===== config.mk =====
export PLATFORM = sky130hd
export DESIGN_NAME = sha1_stream_hasher
export DESIGN_NICKNAME = d
export VERILOG_FILES = /design/src/rtl/sha1s_pkg.sv /design/src/rtl/sha1s_front.sv /design/src/rtl/sha1s_back.sv /design/src/rtl/sha1_stream_hasher.sv
export SDC_FILE = /design/constraint.sdc
export NUM_CORES = 2
export LEC_CHECK = 0
export ABC_AREA = 0
export BUFFER_PORTS_ARGS = -buffer_cell sky130_fd_sc_hd__buf_2
export CELL_PAD_IN_SITES_DETAIL_PLACEMENT = 1
export CELL_PAD_IN_SITES_GLOBAL_PLACEMENT = 1
export CORE_AREA = 4 4 505 507
export CTS_BUF_LIST = sky130_fd_sc_hd__clkbuf_8
export DETAILED_ROUTE_END_ITERATION = 8
export DIE_AREA = 0 0 509 511
export HOLD_SLACK_MARGIN = 0.05
export PLACE_DENSITY = 0.56
export SYNTH_ARGS = -nofsm -noshare
export SYNTH_HDL_FRONTEND = slang
export SYNTH_SLANG_ARGS = --single-unit

===== constraint.sdc =====
create_clock -name clk_i -period 7.6 [get_ports clk_i]
set_clock_uncertainty 0.15 [all_clocks]
set_input_delay 0.38 -clock clk_i [delete_from_list [all_inputs] [get_ports clk_i]]
set_output_delay 0.38 -clock clk_i [all_outputs]
set_load 0.01 [all_outputs]

===== src/rtl/sha1s_pkg.sv =====
// shared types, constants and round helpers of the sha-1 stream hasher
`timescale 1ns / 1ps
package sha1s_pkg;

  localparam logic [31:0] H0 = 32'h67452301;
  localparam logic [31:0] H1 = 32'hEFCDAB89;
  localparam logic [31:0] H2 = 32'h98BADCFE;
  localparam logic [31:0] H3 = 32'h10325476;
  localparam logic [31:0] H4 = 32'hC3D2E1F0;
  localparam logic [31:0] K0 = 32'h5A827999;
  localparam logic [31:0] K1 = 32'h6ED9EBA1;
  localparam logic [31:0] K2 = 32'h8F1BBCDC;
  localparam logic [31:0] K3 = 32'hCA62C1D6;
  localparam logic [7:0]  PAD_BYTE = 8'h80;

  localparam int unsigned QDEPTH = 4;
  localparam int unsigned QAW = $clog2(QDEPTH);

  typedef enum logic [0:0] {
    CMD_ABSORB = 1'b0,
    CMD_FINISH = 1'b1
  } cmd_e;

  // one classified beat handed from front to back
  typedef struct packed {
    cmd_e       cmd;
    logic [7:0] data;
  } item_t;

  // one digest beat
  typedef struct packed {
    logic [31:0] word;
    logic [2:0]  index;
    logic        last;
  } dig_t;

  function automatic logic [31:0] round_f(input logic [6:0] r, input logic [31:0] b,
                                          input logic [31:0] c, input logic [31:0] d);
    logic [31:0] f;
    if (r < 7'd20) f = (b & c) | (~b & d);
    else if (r < 7'd40) f = b ^ c ^ d;
    else if (r < 7'd60) f = (b & c) | (b & d) | (c & d);
    else f = b ^ c ^ d;
    return f;
  endfunction

  function automatic logic [31:0] round_k(input logic [6:0] r);
    logic [31:0] k;
    if (r < 7'd20) k = K0;
    else if (r < 7'd40) k = K1;
    else if (r < 7'd60) k = K2;
    else k = K3;
    return k;
  endfunction

endpackage


===== src/rtl/sha1s_front.sv =====
// front end: input beat queue between the port and the compression engine
`timescale 1ns / 1ps
module sha1s_front (
  input  logic             clk_i,
  input  logic             rst_ni,
  input  logic             push_i,
  output logic             full_o,
  input  sha1s_pkg::item_t item_i,
  output logic             avail_o,
  input  logic             take_i,
  output sha1s_pkg::item_t item_o
);
  import sha1s_pkg::*;

  item_t           mem_q [QDEPTH];
  logic [QAW-1:0]  wp_q, rp_q;
  logic [QAW:0]    cnt_q;
  logic            wr, rd;

  assign full_o  = (cnt_q == (QAW+1)'(QDEPTH));
  assign avail_o = (cnt_q != '0);
  assign wr      = push_i && !full_o;
  assign rd      = take_i && avail_o;
  assign item_o  = mem_q[rp_q];

  // storage
  always_ff @(posedge clk_i) begin
    if (wr) mem_q[wp_q] <= item_i;
  end

  // pointers and count
  always_ff @(posedge clk_i or negedge rst_ni) begin
    if (!rst_ni) begin
      wp_q  <= '0;
      rp_q  <= '0;
      cnt_q <= '0;
    end else begin
      if (wr) wp_q <= wp_q + 1'b1;
      if (rd) rp_q <= rp_q + 1'b1;
      cnt_q <= cnt_q + (QAW+1)'(wr) - (QAW+1)'(rd);
    end
  end
endmodule


===== src/rtl/sha1s_back.sv =====
// back end: block packing, padding, 80-round compression and digest output
`timescale 1ns / 1ps
module sha1s_back (
  input  logic             clk_i,
  input  logic             rst_ni,
  input  logic             avail_i,
  output logic             take_o,
  input  sha1s_pkg::item_t item_i,
  output logic             dvalid_o,
  input  logic             dtake_i,
  output sha1s_pkg::dig_t  dig_o
);
  import sha1s_pkg::*;

  typedef enum logic [4:0] {
    ST_IDLE = 5'b00001,
    ST_PAD  = 5'b00010,
    ST_RND  = 5'b00100,
    ST_ADD  = 5'b01000,
    ST_OUT  = 5'b10000
  } state_e;

  state_e       state_q, state_d;
  logic [31:0]  w_q [16];
  logic [31:0]  h_q [5];
  logic [31:0]  v_q [5];
  logic [5:0]   fill_q;
  logic [63:0]  bits_q, len_q;
  logic [6:0]   rnd_q;
  logic         fin_q;
  logic         pad2_q;
  logic [2:0]   oidx_q;
  logic         put;
  logic [7:0]   put_byte;
  logic [3:0]   slot;
  logic [31:0]  wx, wcur, tsum;
  logic [7:0]   pad_byte;

  // byte to place while padding; the length goes only into the closing block
  always_comb begin
    if (fill_q >= 6'd56 && !pad2_q) pad_byte = len_q[8'(7'd63 - {fill_q[2:0], 3'b000}) -: 8];
    else pad_byte = 8'h00;
  end

  assign take_o   = (state_q == ST_IDLE) && avail_i;
  assign put      = take_o || (state_q == ST_PAD);
  assign put_byte = (state_q == ST_PAD) ? pad_byte :
                    (item_i.cmd == CMD_FINISH) ? PAD_BYTE : item_i.data;

  // round datapath
  assign slot = rnd_q[3:0];
  assign wx   = w_q[4'(slot + 4'd13)] ^ w_q[4'(slot + 4'd8)] ^ w_q[4'(slot + 4'd2)] ^ w_q[slot];
  assign wcur = (rnd_q < 7'd16) ? w_q[slot] : {wx[30:0], wx[31]};
  assign tsum = {v_q[0][26:0], v_q[0][31:27]} + round_f(rnd_q, v_q[1], v_q[2], v_q[3])
              + v_q[4] + round_k(rnd_q) + wcur;

  assign dvalid_o  = (state_q == ST_OUT);
  assign dig_o.word  = h_q[oidx_q];
  assign dig_o.index = oidx_q;
  assign dig_o.last  = (oidx_q == 3'd4);

  // next state; a second pad block follows when the length did not fit
  always_comb begin
    state_d = state_q;
    case (state_q)
      ST_IDLE: if (take_o && (fill_q == 6'd63 || item_i.cmd == CMD_FINISH))
                 state_d = (fill_q == 6'd63) ? ST_RND : ST_PAD;
      ST_PAD:  if (fill_q == 6'd63) state_d = ST_RND;
      ST_RND:  if (rnd_q == 7'd79) state_d = ST_ADD;
      ST_ADD:  state_d = fin_q ? (pad2_q ? ST_PAD : ST_OUT) : ST_IDLE;
      ST_OUT:  if (dtake_i && oidx_q == 3'd4) state_d = ST_IDLE;
      default: state_d = ST_IDLE;
    endcase
  end

  // schedule window, byte packing
  always_ff @(posedge clk_i) begin
    if (put) w_q[fill_q[5:2]][8'(7'd31 - {fill_q[1:0], 3'b000}) -: 8] <= put_byte;
    else if (state_q == ST_RND && rnd_q >= 7'd16) w_q[slot] <= wcur;
    if (take_o && item_i.cmd == CMD_FINISH) len_q <= bits_q;
    if (state_q == ST_RND) begin
      v_q[4] <= v_q[3];
      v_q[3] <= v_q[2];
      v_q[2] <= {v_q[1][1:0], v_q[1][31:2]};
      v_q[1] <= v_q[0];
      v_q[0] <= tsum;
    end else begin
      for (int i = 0; i < 5; i++) v_q[i] <= h_q[i];
    end
  end

  // control and chaining value
  always_ff @(posedge clk_i or negedge rst_ni) begin
    if (!rst_ni) begin
      state_q <= ST_IDLE;
      fill_q  <= '0;
      bits_q  <= '0;
      rnd_q   <= '0;
      fin_q   <= 1'b0;
      pad2_q  <= 1'b0;
      oidx_q  <= '0;
      h_q[0] <= H0; h_q[1] <= H1; h_q[2] <= H2; h_q[3] <= H3; h_q[4] <= H4;
    end else begin
      state_q <= state_d;
      if (put) fill_q <= fill_q + 1'b1;
      if (take_o) begin
        if (item_i.cmd == CMD_ABSORB) bits_q <= bits_q + 64'd8;
        else begin
          fin_q  <= 1'b1;
          pad2_q <= (fill_q > 6'd55);
        end
      end
      if (state_q == ST_RND) rnd_q <= rnd_q + 1'b1;
      if (state_q == ST_ADD) begin
        rnd_q <= '0;
        for (int i = 0; i < 5; i++) h_q[i] <= h_q[i] + v_q[i];
        pad2_q <= 1'b0;
      end
      if (state_q == ST_OUT && dtake_i) begin
        if (oidx_q == 3'd4) begin
          oidx_q <= '0;
          fin_q  <= 1'b0;
          bits_q <= '0;
          h_q[0] <= H0; h_q[1] <= H1; h_q[2] <= H2; h_q[3] <= H3; h_q[4] <= H4;
        end else begin
          oidx_q <= oidx_q + 1'b1;
        end
      end
    end
  end
endmodule


===== src/rtl/sha1_stream_hasher.sv =====
// top level of the streaming sha-1 hasher
`timescale 1ns / 1ps
// Streaming SHA-1: push one beat per byte (command 0) or a finish beat
// (command 1); five digest beats, word 0 first, come out after each finish.
// An input queue of four beats lets bytes be pushed while a block is being
// compressed. The back end takes one byte a cycle while idle, and a full
// block then passes through the single-round compression unit and the
// chaining add before more bytes are taken; a finish adds the padding bytes
// at one a cycle and one or two compressions before the digest is presented.
module sha1_stream_hasher (
  input  logic        clk_i,
  input  logic        rst_ni,
  input  logic        push,
  output logic        full,
  input  logic        command_i,
  input  logic [7:0]  data_byte_i,
  output logic        empty,
  input  logic        pop,
  output logic [31:0] digest_word_o,
  output logic [2:0]  word_index_o,
  output logic        last_word_o
);
  import sha1s_pkg::*;

  item_t in_item, q_item;
  dig_t  dig;
  logic  avail, take, dvalid;

  assign in_item.cmd  = cmd_e'(command_i);
  assign in_item.data = data_byte_i;

  sha1s_front u_front (
    .clk_i, .rst_ni, .push_i(push), .full_o(full), .item_i(in_item),
    .avail_o(avail), .take_i(take), .item_o(q_item)
  );

  sha1s_back u_back (
    .clk_i, .rst_ni, .avail_i(avail), .take_o(take), .item_i(q_item),
    .dvalid_o(dvalid), .dtake_i(pop), .dig_o(dig)
  );

  assign empty         = !dvalid;
  assign digest_word_o = dig.word;
  assign word_index_o  = dig.index;
  assign last_word_o   = dig.last;
endmodule

==> results.md <==
- FFs w/ async S/R, synth: roughly 25%
- Pre-CTS WS: 132 ps
- Via count: roughly 45000
- NetSw: 4.59 mW
- Max_cap viols: 0
- Final setup viols: 0
- Synth warnings: 0
- Switch share: 30.7%
- CTS root buffer: clkbuf_8
- H-Tree Depth: 4
- Crit. End Element: flop
- Adder-cell area share of the yosys netlist: 8.72%
- WP data required: 8240 ps
- Actual slew at the worst max-slew pin: 1350 ps
- Synth Cell Area: 0.0624 mm2
- Clock tree buffer depth: 3
- Cell leakage power: 26.6 nW
- Synth Register Bits: 1020
- DIE WIDTH: 509 um
- Layout cells sized above 1: a little over a fifth
- Pwr dens: 209 mW/mm2
- Placed Cells: 8446
- CP max FO: 7
- Final period utilization: 96.8%
- Status: complete, no violations
- Port Buf Inserts: 50
- Clk_lat worst skew: 930 ps
- Congestion Overflow GR: 0
- Dpl hpwl: 147000 um
- Via density: 5.06
- Layout Cells excl Fill: 8822
- Clk sink count: a little over 1000
- Seq pwr share: 45.5%
- Final nets: roughly 5700
- Post-Synth Simple-Gate Area: roughly 10%
- FF-to-FF setup slack: around 240 ps
- Multiplexer share of the synthesized area: 19.5%
- Max-slew headroom: approximately a tenth
- Post-Syn Area per Cell: 12.1 um2
- Final Hold Viols: 0
- DIE AREA: 0.260 mm2
- First-pass GRT wire length: roughly 310000 um
- Starting density of the core: around a quarter
- Worst setup SP type: flop
- Syn Inst Count: 5140
- TritonRoute pass-1 iters: 5
- Avg WL per Cell: 24.0 um
- Post-synth EDFFs: approximately 600
- Final Instance Area: 0.0718 mm2
- Die height: 511 um
- Initial antenna violation count: 6
- Worst setup margin: 241 ps
- Post-Synth XOR/XNOR Area: 4.36%
- CP arrival: about 8000 ps
- Vias in the first global route: 46200
- Clock share of power: between 30% and 40%
- Total CTS buffers: 181
- CTS tree: done
- Unique masters post-synth: 95
- Ys flop type: edfxtp_1
- Rows: 184
- Comb pwr share: a little under a fifth
- Main combinational cell family by area after synthesis: multiplexers
- Syn nets: 5513
- Post-route minimum period: 7360 ps
- Layout area overhead: 15.0%
- Core Region: 0.250 mm2
- IO Count: slightly above 50
- Compound-cell area share of the yosys netlist: under 10%
- Worst vdd ir: between 0.15 and 0.2 mV
- WL final: 212000 um
- Critical path class: flop to flop
- GPL Wtd Cong: around 0.86
- Final Util: 28.6%
- Max Clk Rate: about 140 MHz
- Largest net degree at the start of global routing: around 190
- 1st-iter DRT viols: about 3400
- Internal: 10.4 mW
- Reg clk slew, reported paths: 70 ps
- Post-place instance area: 0.0674 mm2
- Max Slew Vio Count: 0
- DRC Markers: 0
- All-Layer GR Usage: around 16%
- Worst Hold Class: input port to flop
- Post-synthesis sequential area ratio: 44.7%
- Final ANT Viol Nets: 0
[synth_stat cells (all sizes together), types with 26 or more instances]
library cell  count  area, um2
a211oi           42        315
nand2           673       2530
o22ai            33        206
mux4            502      11300
fa              125       2500
a31oi            42        269
ha              235       2940
or2              26        163
nand4            36        238
and3             32        200
xnor2           195       1710
o211ai           53        398
o21ai           249       1250
or3              29        191
nor2            305       1160
nand3            72        360
dfrtp           170       4250
dfxtp           160       3200
o21bai           28        210
mux2i            76        761
a21oi           283       1420
clkbuf          178        669
nor2b            35        219
a21o             72        541
xor2            113        990
dfstp            81       2130
inv             261        980
edfxtp          609      18300
buf              96        453
nand2b           57        357
nor3             48        252
[metrics by stage]
step                total power [mW]  hold WS [ps]  TNS, ps
floorplan                       8.49         -65.6        0
global placement                9.57           192        0
detailed placement              9.65           193        0
CTS                             15.2          60.3        0
global route                    15.7           137    -68.8
finish                          15.0           158        0
[cells in the final DEF, fill, tap and decap left out, types with 32 or more instances in the layout]
cell | synthesis | routed
o21ai_0 | 244 | 243
nand2b_1 | 57 | 57
buf_4 | 2 | 165
fa_1 | 125 | 125
dfrtp_1 | 170 | 165
dfstp_2 | 81 | 81
a211oi_1 | 42 | 41
o22ai_1 | 33 | 32
a21o_1 | 72 | 72
ha_1 | 235 | 233
nor2b_1 | 35 | 35
dfxtp_1 | 160 | 160
edfxtp_1 | 609 | 609
nor3_1 | 47 | 46
nand2_1 | 673 | 672
a31oi_1 | 41 | 38
clkbuf_8 | 0 | 209
a21oi_1 | 283 | 276
mux4_2 | 502 | 502
xnor2_1 | 195 | 188
o211ai_1 | 53 | 53
xor2_1 | 113 | 112
mux2i_1 | 76 | 76
nor2_1 | 301 | 296
inv_1 | 261 | 330
nand3_1 | 72 | 70
buf_2 | 62 | 49
nand4_1 | 34 | 34
[power groups by stage]
stage	combinational (mW)	sequential [mW]	clock, mW
2_1_floorplan	1.71	6.78	0
3_3_place_gp	2.67	6.90	0
5_1_grt	2.98	6.86	5.87
3_5_place_dp	2.73	6.92	0
4_1_cts	2.75	6.81	5.60
6_report	2.74	6.81	5.43
[worst max-delay path: stages, from the launching register on]
cell     delay (ps)
dfrtp_4         520
ha_4            370
buf_4           210
mux4_2          330
mux4_2          470
xnor2_1         180
xnor2_2         410
a21oi_1         130
buf_4           180
fa_1            390
inv_1            80
fa_1            450
fa_1            470
inv_1            70
ha_1            220
inv_1            70
fa_1            400
nor2b_1         160
o31a_1          180
o21ai_0         220
a31o_2          320
a21oi_1         250
nor4_1           90
buf_4           150
o311a_1         350
a21oi_1         170
xnor2_1         140
o21ai_1          70
[state kept, by name (all words and copies together), names as in the netlist, 2 cells and up]
name,cells
u_back.fill_q,6
u_front.cnt_q,3
u_back.len_q,61
u_back.bits_q,61
u_back.rnd_q,7
u_front.rp_q,2
u_front.wp_q,2
u_front.mem_q,36
u_back.oidx_q,3
u_back.h_q,160
u_back.w_q,512
u_back.state_q,5
u_back.v_q,160
[cell type report]
| class | instances | area [um2] |
|---|---|---|
| repair buffers | 265 | 2290 |
| well taps | 3348 | 4190 |
| flip-flops and latches | 1020 | 27900 |
| clock buffers | 208 | 2860 |
| diodes | 4 | 10.0 |
| clock inverters | 131 | 885 |
| fillers | 27700 | 179000 |
| inverters | 263 | 990 |
| multi-input cells | 3583 | 32600 |
[cell families (layout without fill, tap and decap cells)]
family                     after synthesis  after routing
AOI/OAI and AO/OA                      949            949
xor gates and xnor gates               309            309
adders and majority gates              360            360
buffers and inverters                  537            867
DFF                                   1020           1020
muxes                                  586            586
other                                    0              4
and+or+nand+nor                       1379           1379
[layer usage]
layer	part of all wire, %	vias to the layer above	track usage, %	routed length [um]
met5	0	-	0	0
met4	2.5	0	4.16	5320
met3	6.1	317	2.84	12900
met2	46	1340	25.5	98500
met1	45	23400	22.1	95200
li1	-	19600	-	-
[final timing paths]
path	cells past startpoint	to	startpoint
worst max-delay path	27	u_back.v_q[0][31]$_DFF_P_	u_back.rnd_q[0]$_DFFE_PN0P_
min in group asynchronous	3	u_back.h_q[111]$_DFF_PN1_	rst_ni
worst min-delay path	4	u_back.oidx_q[2]$_DFFE_PN0P_	pop
worst min register to register	2	u_back.v_q[3][2]$_DFF_P_	u_back.h_q[34]$_DFF_PN1_
max in group asynchronous	4	u_back.bits_q[40]$_DFF_PN0_	rst_ni
worst max register to register	27	u_back.v_q[0][31]$_DFF_P_	u_back.rnd_q[0]$_DFFE_PN0P_
[what timing repair did]
action / CTS / global route
hold buffers: 23 / 0
buffers inserted: 0 / 4
endpoints found under the hold margin: 257 / 0
gates resized for setup: 0 / 26
setup endpoints to repair: 0 / 6
Note: power is estimated with default switching activity, not from simulation.
